$ cat config.mk
export PLATFORM = sky130hd
export DESIGN_NAME = thai_udom83_phonetic_code
export DESIGN_NICKNAME = d
export VERILOG_FILES = /design/src/sv/udom83_pkg.sv /design/src/sv/thai_udom83_phonetic_code.sv /design/src/sv/udom83_clean.sv
export SDC_FILE = /design/constraint.sdc
export NUM_CORES = 1
export LEC_CHECK = 0
export BUFFER_PORTS_ARGS = -buffer_cell sky130_fd_sc_hd__buf_4
export CAP_MARGIN = 20
export CELL_PAD_IN_SITES_DETAIL_PLACEMENT = 1
export CELL_PAD_IN_SITES_GLOBAL_PLACEMENT = 1
export CORE_MARGIN = 2
export CORE_UTILIZATION = 50
export DETAILED_ROUTE_END_ITERATION = 8
export GPL_TIMING_DRIVEN = 0
export PLACE_DENSITY = 0.88
export REMOVE_ABC_BUFFERS = 1
export SETUP_SLACK_MARGIN = 0.3
export SYNTH_ARGS = -nofsm -noshare
export SYNTH_HDL_FRONTEND = slang
export SYNTH_SLANG_ARGS = --single-unit
$ cat constraint.sdc
create_clock -name clock -period 3.8 [get_ports clock]
set_input_delay 0.19 -clock clock [delete_from_list [all_inputs] [get_ports clock]]
set_output_delay 0.19 -clock clock [all_outputs]
set_load 0.1 [all_outputs]
$ cat src/sv/udom83_pkg.sv
`default_nettype none
// ----------------------------------------------------------------------------
// udom83 package
// shared types, constants and lookup functions of the phonetic coder
// ----------------------------------------------------------------------------
package udom83_pkg;

   localparam int MaxChars = 255;
   localparam int CodeLen  = 7;
   localparam int DigLen   = CodeLen - 1;
   localparam int TakenW   = $clog2(MaxChars + 1);
   localparam int DcntW    = $clog2(DigLen + 1);
   localparam int OutW     = $clog2(CodeLen);

   localparam logic [15:0] CpThanthakhat = 16'h0E4C;
   localparam logic [15:0] CpMaiHanAkat  = 16'h0E31;
   localparam logic [15:0] CpNoNu        = 16'h0E19;
   localparam logic [15:0] CpYoYak       = 16'h0E22;
   localparam logic [15:0] CpMoMa        = 16'h0E21;
   localparam logic [15:0] CpSaraAm      = 16'h0E33;
   localparam logic [15:0] CpRoRua       = 16'h0E23;
   localparam logic [15:0] CpSaraA       = 16'h0E30;
   localparam logic [15:0] CpSaraAi      = 16'h0E44;
   localparam logic [15:0] CpSaraAiM     = 16'h0E43;
   localparam logic [15:0] CpSaraE       = 16'h0E40;
   localparam logic [15:0] CpConsLo      = 16'h0E01;
   localparam logic [15:0] CpConsHi      = 16'h0E2E;
   localparam logic [15:0] CpVowelHi     = 16'h0E39;
   localparam logic [15:0] CpAsciiZero   = 16'h0030;
   localparam logic [3:0]  NoDigit       = 4'hF;

   typedef struct packed {
      logic [15:0] codepoint;
      logic        end_of_word;
   } req_type;

   typedef struct packed {
      logic [15:0] code_char;
      logic        empty_code;
      logic        last_char;
   } rsp_type;

   function automatic logic is_cons(input logic [15:0] c);
      return (c >= CpConsLo) && (c <= CpConsHi);
   endfunction

   function automatic logic [15:0] lead_map(input logic [15:0] c);
      logic [15:0] r;
      r = c;
      case (c)
         16'h0E03, 16'h0E04, 16'h0E05, 16'h0E06: r = 16'h0E02;
         16'h0E09, 16'h0E0C: r = 16'h0E0A;
         16'h0E0B, 16'h0E28, 16'h0E29: r = 16'h0E2A;
         16'h0E0E: r = 16'h0E14;
         16'h0E0F: r = 16'h0E15;
         16'h0E10, 16'h0E11, 16'h0E12, 16'h0E16, 16'h0E18: r = 16'h0E17;
         16'h0E13: r = 16'h0E19;
         16'h0E1C, 16'h0E20: r = 16'h0E1E;
         16'h0E1D: r = 16'h0E1F;
         16'h0E0D: r = 16'h0E22;
         16'h0E25, 16'h0E2C, 16'h0E24, 16'h0E26: r = 16'h0E23;
         16'h0E2E: r = 16'h0E2B;
         default: r = c;
      endcase
      return r;
   endfunction

   function automatic logic [3:0] digit_map(input logic [15:0] c);
      logic [3:0] d;
      case (c)
         16'h0E21, 16'h0E27, 16'h0E33: d = 4'd0;
         16'h0E01, 16'h0E02, 16'h0E03, 16'h0E04, 16'h0E05, 16'h0E06: d = 4'd1;
         16'h0E07: d = 4'd2;
         16'h0E22, 16'h0E0D, 16'h0E13, 16'h0E19: d = 4'd3;
         16'h0E0E, 16'h0E0F, 16'h0E14, 16'h0E15,
         16'h0E28, 16'h0E29, 16'h0E2A: d = 4'd4;
         16'h0E1A, 16'h0E1B, 16'h0E1E, 16'h0E20: d = 4'd5;
         16'h0E1C, 16'h0E1D, 16'h0E1F, 16'h0E2B, 16'h0E2D, 16'h0E2E: d = 4'd6;
         16'h0E08, 16'h0E09, 16'h0E0A, 16'h0E0B, 16'h0E0C: d = 4'd7;
         16'h0E10, 16'h0E11, 16'h0E12, 16'h0E16, 16'h0E17, 16'h0E18: d = 4'd8;
         16'h0E23, 16'h0E24, 16'h0E25, 16'h0E26: d = 4'd9;
         default: d = NoDigit;
      endcase
      return d;
   endfunction

endpackage
`default_nettype wire

$ cat src/sv/thai_udom83_phonetic_code.sv
`default_nettype none
// ----------------------------------------------------------------------------
// udom83 phonetic coder, top level
// rewrite sequencer feeding a shared cleaning step, then code emission
// ----------------------------------------------------------------------------
// a character takes a rewrite step, then one cleaning step per
// codepoint handed on; the rewrite window is worked once four are held
// or at end of word; end of word flushes both windows, then emits 1 or 7
// result beats, one per cycle as taken; req_ready is low throughout
// synchronous reset clears all control state; digit store is not cleared
module thai_udom83_phonetic_code (
   input  wire logic                 clock,
   input  wire logic                 reset,
   input  wire logic                 req_valid,
   output logic                      req_ready,
   input  wire udom83_pkg::req_type  req_data,
   output logic                      rsp_valid,
   input  wire logic                 rsp_ready,
   output udom83_pkg::rsp_type       rsp_data
);

   typedef enum logic [3:0] {
      ST_IDLE = 4'b0001,
      ST_RW   = 4'b0010,
      ST_CL   = 4'b0100,
      ST_OUT  = 4'b1000
   } state_type;

   state_type   st_ff, st_in;
   logic [15:0] rw_ff [4];
   logic [15:0] rw_in [4];
   logic [2:0]  rfill_ff, rfill_in;
   logic        last_ff, last_in;
   logic [udom83_pkg::TakenW-1:0] taken_ff, taken_in;
   logic [15:0] q_ff [2];
   logic [15:0] q_in [2];
   logic [1:0]  qn_ff, qn_in;
   logic [udom83_pkg::OutW-1:0] k_ff, k_in;
   logic [2:0]  drop;
   logic [15:0] e0, e1;
   logic [1:0]  en;
   logic        c_push, c_step, c_clear;
   logic [1:0]  c_fill;
   logic [15:0] c_lead;
   logic        c_hl;
   logic [udom83_pkg::DcntW-1:0] c_dc;
   logic [3:0]  c_dig [udom83_pkg::DigLen];
   logic [15:0] a, b, c, d;
   logic [udom83_pkg::DcntW-1:0] kd;

   udom83_clean u_clean (
      .clock, .reset,
      .push(c_push), .push_cp(q_ff[0]), .step(c_step), .clear(c_clear),
      .fill(c_fill), .lead(c_lead), .have_lead(c_hl), .dcount(c_dc), .dig(c_dig)
   );

   assign a = rw_ff[0];
   assign b = rw_ff[1];
   assign c = rw_ff[2];
   assign d = rw_ff[3];

   // rewrite rule on the current window
   always_comb begin
      e0 = a; e1 = '0; en = 2'd1; drop = 3'd1;
      if (rfill_ff >= 3'd2 && a == udom83_pkg::CpRoRua && b == udom83_pkg::CpRoRua) begin
         e0 = udom83_pkg::CpMaiHanAkat; e1 = udom83_pkg::CpNoNu; drop = 3'd2;
         en = (rfill_ff >= 3'd4 && udom83_pkg::is_cons(c) && (udom83_pkg::is_cons(d) ||
              (d >= udom83_pkg::CpSaraE && d <= udom83_pkg::CpSaraAi))) ? 2'd1 : 2'd2;
      end else if (a == udom83_pkg::CpSaraAi && rfill_ff >= 3'd3 &&
                   udom83_pkg::is_cons(b) && c == udom83_pkg::CpYoYak) begin
         e0 = b; e1 = udom83_pkg::CpYoYak; en = 2'd2; drop = 3'd3;
      end else if ((a == udom83_pkg::CpSaraAi || a == udom83_pkg::CpSaraAiM) &&
                   rfill_ff >= 3'd2 && udom83_pkg::is_cons(b)) begin
         e0 = b; e1 = udom83_pkg::CpYoYak; en = 2'd2; drop = 3'd2;
      end else if (a == udom83_pkg::CpSaraAm) begin
         e0 = udom83_pkg::CpMoMa;
         if (rfill_ff >= 3'd3 && b == udom83_pkg::CpMoMa &&
             c >= udom83_pkg::CpSaraA && c <= udom83_pkg::CpVowelHi) drop = 3'd1;
         else if (rfill_ff >= 3'd2 && b == udom83_pkg::CpMoMa) drop = 3'd2;
      end
   end

   assign kd = udom83_pkg::DcntW'(k_ff - 1'b1);

   always_comb begin
      st_in = st_ff; rw_in = rw_ff; rfill_in = rfill_ff; last_in = last_ff;
      taken_in = taken_ff; q_in = q_ff; qn_in = qn_ff; k_in = k_ff;
      c_push = 1'b0; c_step = 1'b0; c_clear = 1'b0;
      req_ready = 1'b0; rsp_valid = 1'b0;
      rsp_data = '0;
      case (st_ff)
         ST_IDLE: begin
            req_ready = 1'b1;
            if (req_valid) begin
               last_in = req_data.end_of_word;
               if (taken_ff < udom83_pkg::TakenW'(udom83_pkg::MaxChars)) begin
                  taken_in = taken_ff + 1'b1;
                  rw_in[rfill_ff[1:0]] = req_data.codepoint;
                  rfill_in = rfill_ff + 3'd1;
               end
               st_in = ST_RW;
            end
         end
         ST_RW: begin
            if (rfill_ff == 3'd4 || (last_ff && rfill_ff != 3'd0)) begin
               q_in[0] = e0; q_in[1] = e1; qn_in = en;
               case (drop)
                  3'd3: begin rw_in[0] = d; end
                  3'd2: begin rw_in[0] = c; rw_in[1] = d; end
                  default: begin rw_in[0] = b; rw_in[1] = c; rw_in[2] = d; end
               endcase
               rfill_in = rfill_ff - drop;
               st_in = ST_CL;
            end else if (last_ff && c_fill != 2'd0) begin
               c_step = 1'b1;
            end else if (last_ff) begin
               k_in = '0;
               st_in = ST_OUT;
            end else begin
               st_in = ST_IDLE;
            end
         end
         ST_CL: begin
            if (c_fill == 2'd3) begin
               c_step = 1'b1;
            end else if (qn_ff != 2'd0) begin
               c_push = 1'b1;
               q_in[0] = q_ff[1];
               qn_in = qn_ff - 2'd1;
            end else begin
               st_in = ST_RW;
            end
         end
         ST_OUT: begin
            rsp_valid = 1'b1;
            if (!c_hl) begin
               rsp_data.empty_code = 1'b1;
               rsp_data.last_char  = 1'b1;
            end else begin
               rsp_data.last_char = (k_ff == udom83_pkg::OutW'(udom83_pkg::CodeLen - 1));
               if (k_ff == '0) rsp_data.code_char = c_lead;
               else if (kd < c_dc)
                  rsp_data.code_char = udom83_pkg::CpAsciiZero + 16'(c_dig[kd]);
               else rsp_data.code_char = udom83_pkg::CpAsciiZero;
            end
            if (rsp_ready) begin
               k_in = k_ff + 1'b1;
               if (rsp_data.last_char) begin
                  c_clear = 1'b1; rfill_in = '0; taken_in = '0; last_in = 1'b0;
                  st_in = ST_IDLE;
               end
            end
         end
         default: st_in = ST_IDLE;
      endcase
   end

   always_ff @(posedge clock) begin
      if (reset) begin
         st_ff <= ST_IDLE; rfill_ff <= '0; last_ff <= 1'b0; taken_ff <= '0;
         qn_ff <= '0; k_ff <= '0;
      end else begin
         st_ff <= st_in; rfill_ff <= rfill_in; last_ff <= last_in; taken_ff <= taken_in;
         qn_ff <= qn_in; k_ff <= k_in;
      end
      rw_ff <= rw_in;
      q_ff  <= q_in;
   end

endmodule
`default_nettype wire

$ cat src/sv/udom83_clean.sv
`default_nettype none
// ----------------------------------------------------------------------------
// udom83 cleaning and encoding stage
// three-entry lookahead; drops karant clusters and marks, maps survivors
// ----------------------------------------------------------------------------
module udom83_clean (
   input  wire logic        clock,
   input  wire logic        reset,
   input  wire logic        push,
   input  wire logic [15:0] push_cp,
   input  wire logic        step,
   input  wire logic        clear,
   output logic [1:0]       fill,
   output logic [15:0]      lead,
   output logic             have_lead,
   output logic [udom83_pkg::DcntW-1:0] dcount,
   output logic [3:0]       dig [udom83_pkg::DigLen]
);

   logic [15:0] win_ff [3];
   logic [15:0] win_in [3];
   logic [1:0]  fill_ff, fill_in;
   logic [15:0] lead_ff, lead_in;
   logic        hl_ff, hl_in;
   logic [udom83_pkg::DcntW-1:0] dc_ff, dc_in;
   logic [3:0]  dig_ff [udom83_pkg::DigLen];
   logic        dwe;
   logic [3:0]  dval;
   logic [1:0]  drop;
   logic        enc;
   logic [15:0] a, b;
   logic [3:0]  dm;

   assign a  = win_ff[0];
   assign b  = win_ff[1];
   assign dm = udom83_pkg::digit_map(a);

   // one drop step of the lookahead when step is high
   always_comb begin
      drop = 2'd1;
      enc  = 1'b0;
      if (fill_ff == 2'd3 && win_ff[2] == udom83_pkg::CpThanthakhat &&
          ((a == 16'h0E08 && b == 16'h0E19) || (a == 16'h0E21 && b == 16'h0E13) ||
           (a == 16'h0E13 && b == 16'h0E11) || (a == 16'h0E17 && b == 16'h0E23) ||
           (a == 16'h0E15 && b == 16'h0E23) ||
           (udom83_pkg::is_cons(a) && b >= udom83_pkg::CpSaraA &&
            b <= udom83_pkg::CpVowelHi))) begin
         drop = 2'd3;
      end else if (fill_ff >= 2'd2 && b == udom83_pkg::CpThanthakhat &&
                   udom83_pkg::is_cons(a)) begin
         drop = 2'd2;
      end else begin
         enc = !(a >= udom83_pkg::CpSaraA && a <= udom83_pkg::CpThanthakhat);
      end
   end

   always_comb begin
      win_in  = win_ff;
      fill_in = fill_ff;
      lead_in = lead_ff;
      hl_in   = hl_ff;
      dc_in   = dc_ff;
      dwe     = 1'b0;
      dval    = dm;
      if (clear) begin
         fill_in = '0;
         hl_in   = 1'b0;
         lead_in = '0;
         dc_in   = '0;
      end else if (step) begin
         case (drop)
            2'd3: begin
               fill_in = '0;
            end
            2'd2: begin
               win_in[0] = win_ff[2];
               fill_in   = fill_ff - 2'd2;
            end
            default: begin
               win_in[0] = win_ff[1];
               win_in[1] = win_ff[2];
               fill_in   = fill_ff - 2'd1;
            end
         endcase
         if (enc) begin
            if (!hl_ff) begin
               lead_in = udom83_pkg::lead_map(a);
               hl_in   = 1'b1;
            end else if (dm != udom83_pkg::NoDigit &&
                         dc_ff < udom83_pkg::DcntW'(udom83_pkg::DigLen)) begin
               dwe   = 1'b1;
               dc_in = dc_ff + 1'b1;
            end
         end
      end else if (push) begin
         win_in[fill_ff] = push_cp;
         fill_in         = fill_ff + 2'd1;
      end
   end

   always_ff @(posedge clock) begin
      if (reset) begin
         fill_ff <= '0;
         hl_ff   <= 1'b0;
         lead_ff <= '0;
         dc_ff   <= '0;
      end else begin
         fill_ff <= fill_in;
         hl_ff   <= hl_in;
         lead_ff <= lead_in;
         dc_ff   <= dc_in;
      end
      win_ff <= win_in;
      if (dwe) begin
         dig_ff[dc_ff[udom83_pkg::DcntW-1:0]] <= dval;
      end
   end

   assign fill      = fill_ff;
   assign lead      = lead_ff;
   assign have_lead = hl_ff;
   assign dcount    = dc_ff;
   assign dig       = dig_ff;

endmodule
`default_nettype wire

==> summary.txt <==
Routing
  – Residual DRC: 0
  – DRT Wirelength: 34,700 µm
  – Routed wire per std cell: 24.6 µm
  – Vias: 9,397
  – Top sig layer: met4
  – Routed met2 length: 17,800 µm
  – Vias per cell: 6.66
  – First-pass DRT Iterations: 5
  – Met3 routed WL: 2030 µm
  – Post-route ant nets: 0
  – Initial DRC Count: 724
  – WL met1: 13,600 µm

Finish
  – Fin util: 59.5%
  – Ant. Diodes: 0
  – Nets: 1,159
  – Final instance area: 0.0125 mm²
  – Area Overhead vs Synth: 16.2%
  – Share of layout cells above drive strength 1: 14.8%

Critical path
  – Crit-path cells: or4_1 -> nor2_1 -> o2111a_1 -> nand3_2 -> nand4_1 -> nor2_2 -> and4_1
  – Peak fanout along the critical path: 8
  – Worst Setup EP: u_clean.dig[0]
  – WP data required: 3.99 ns
  – Max incr delay on CP: 0.74 ns
  – Startpoint types: flop
  – Setup Crit Path Kind: flop to flop
  – Reg-to-reg startpoint: u_clean.a[14]
  – Flop2flop setup slack: 0.39 ns
  – Crit path DAT: 3.60 ns
  – RR Endpoint: u_clean.dig[0]
  – Slowest cell on crit path: or4_1
  – CP endpoint kind: flop
  – Critical path origin: u_clean.a[14]
  – Worst R2R Path Depth: 7

Logic synthesis
  – Syn avg cell area: 10.2 µm²
  – Gate Count Post-Synth: 1,059
  – Synthesized flop and latch total: 198
  – Number of flops mapped to enable cells by yosys: 155
  – Count of cell types in the netlist: 85
  – Async S/R FF share, synth: 0%
  – Mapped Area: 0.0108 mm²
  – Sequential share of the synthesized area: 51.1%
  – Most used DFF post-synth: edfxtp_1
  – Total number of yosys warnings: 0

Timing
  – Measured slew at the worst slew-check pin: 1.09 ns
  – Period utilization: 89.7%
  – Final setup margin: 0.391 ns
  – Worst Skew: 0.0151 ns
  – Final setup vio count: 0
  – WHS: 0.0448 ns
  – Final min period: 3.41 ns
  – Hold Fails Final Rpt: 0
  – RSZ-0062 raised after global routing: yes
  – Final slew viol count: 0
  – Max Fclk: 293 MHz
  – Slew HR: 26.0%
  – Setup TNS: 0 ns

Placed design
  – GP Congestion: 0.895
  – Worst slack at placement: -0.816 ns
  – Hpwl dp: 22,600 µm
  – I/O Buffers: 40
  – DP Area: 0.0114 mm²

Global routing
  – Total track usage: 30.6%
  – First-pass GRT wire length: 53,400 µm
  – Vias in the first global route: 9,477
  – Antenna violations before repair: 0
  – Largest net degree at the start of global routing: 31
  – GR Overflow Total: 0

Pwr
  – Power Density: 395 mW/mm²
  – Peak supply drop: 322 µV
  – Leak pwr: 4.31 nW

Min path
  – Worst hold-check path type: input pin to flop

Die
  – Die Ht: 151 µm
  – Initial Util: 51.2%
  – Core area: 0.0211 mm²
  – Die Footprint: 0.0228 mm²
  – Cell Rows: 53
  – I/O pin total: 41
  – Die W: 151 µm

Job
  – Number of max-cap violations: 0

Clocking
  – Root buf cell: clkbuf_16
  – H-tree Lvls: 4
  – Skew-Pair Late Insertion Delay: 0.45 ns
  – Clk sinks: 198
  – Max Root-Sink Buffers: 2
  – CTS tree: yes
  – Clock transition at the registers of the reported paths: 0.08 ns
  – CTS Buf Count: 17

Status
  – Outcome: completed
how the worst min path moves through the flow:
stage / startpoint / to / cells after the start
after floorplan: reset / k_ff[2] / 1
after global placement: req_data[5] / d[4] / 1
after detailed placement: req_data[13] / d[12] / 1
after CTS: reset / k_ff[2] / 2
after global routing: reset / k_ff[2] / 2
final: reset / last_ff / 2
per-layer routing:
metal	global-route usage [%]	vias to the layer above
li1	-	4199
met1	37.6	4650
met2	54.2	433
met3	4.88	115
met4	11.4	0
met5	0	-
worst max-delay path, delay by kind of cell, from the launching register on:
kind | cells | cell delay (ns)
simple gates | 6 | 2.35
compound gates | 1 | 0.34
flops | 1 | 0.47
final cells by class:
| cell class | instances | area [µm²] |
|---|---|---|
| fillers | 2308 | 8550 |
| flip-flops and latches | 198 | 5520 |
| multi-input cells | 775 | 5110 |
| repair buffers | 102 | 880 |
| clock buffers | 17 | 425 |
| well taps | 275 | 344 |
| clock inverters | 15 | 159 |
| inverters | 29 | 109 |
Yosys cell counts, drive strengths merged, types with 14 or more instances:
master / number / area (µm²)
edfxtp: 155 / 4650
ha: 14 / 175
nor2b: 14 / 87.6
o21ai: 85 / 429
nand3: 23 / 115
mux2i: 32 / 320
a21oi: 69 / 357
nand4: 15 / 93.8
nor2: 97 / 364
nand2: 104 / 390
a22o: 35 / 307
dfxtp: 43 / 861
nor3: 23 / 120
inv: 29 / 109
and2: 15 / 93.8
clkbuf: 49 / 184
nor4b: 15 / 144
and3: 14 / 87.6
nor4: 17 / 121
stage by stage:
| stage | instances | power (mW) |
|---|---|---|
| detailed placement | 1328 | 3.13 |
| CTS | 1386 | 4.93 |
| global route | 1411 | 5.08 |
| floorplan | 1002 | 2.91 |
| global placement | 1317 | 3.07 |
| finish | 1411 | 4.95 |
logic make-up after synthesis:
family	after synthesis	synth area share [%]
DFF	198	51.1
AOI/OAI and AO/OA	292	17.8
and+or+nand+nor	416	20.8
buffers and inverters	86	3.22
muxes	43	4.53
xor gates and xnor gates	9	0.730
adders and majority gates	15	1.81
power by group:
part | internal, mW | total, mW | leakage [nW] | switching [mW]
registers | 2.46 | 2.57 | 1.66 | 0.113
logic | 0.206 | 0.564 | 2.38 | 0.358
clock network | 0.880 | 1.81 | 0.277 | 0.932
flip-flops by register name, summed over array words and instances, names as in the netlist, 16 cells and up:
signal	count
u_clean.dig	24
q_ff	19
a	16
b	16
c	16
d	16
u_clean.a	16
u_clean.b	16
u_clean.lead	16
u_clean.win_ff	16
cell usage in the layout (no fill, tap or decap), types with 8 or more instances in the layout:
cell,instances
edfxtp_1,155
nand2_1,103
nor2_1,96
buf_4,73
a21oi_1,66
o21ai_1,48
dfxtp_1,42
a22o_1,35
o21ai_0,34
mux2i_1,32
inv_1,27
nand3_1,21
nor3_1,20
clkbuf_16,17
dlygate4sd3_1,16
and2_1,15
nand4_1,15
nor4_1,14
nor2b_1,14
and3_1,14
a21o_1,13
ha_1,13
or3_1,12
a31oi_1,12
or4_1,11
a211oi_1,11
nand2b_1,10
o31ai_1,9
or4b_1,8
nand4b_1,8
nor4b_1,8
what timing repair did:
| action | 4_1_cts | 5_1_grt |
|---|---|---|
| hold buffers | 16 | 0 |
| hold endpoints to repair | 16 | 0 |
| setup buffers | 10 | 23 |
| endpoints found under the setup margin | 99 | 61 |
| resized for setup | 16 | 10 |
| pin swaps | 2 | 4 |
Note: power is estimated with default switching activity, not from simulation.
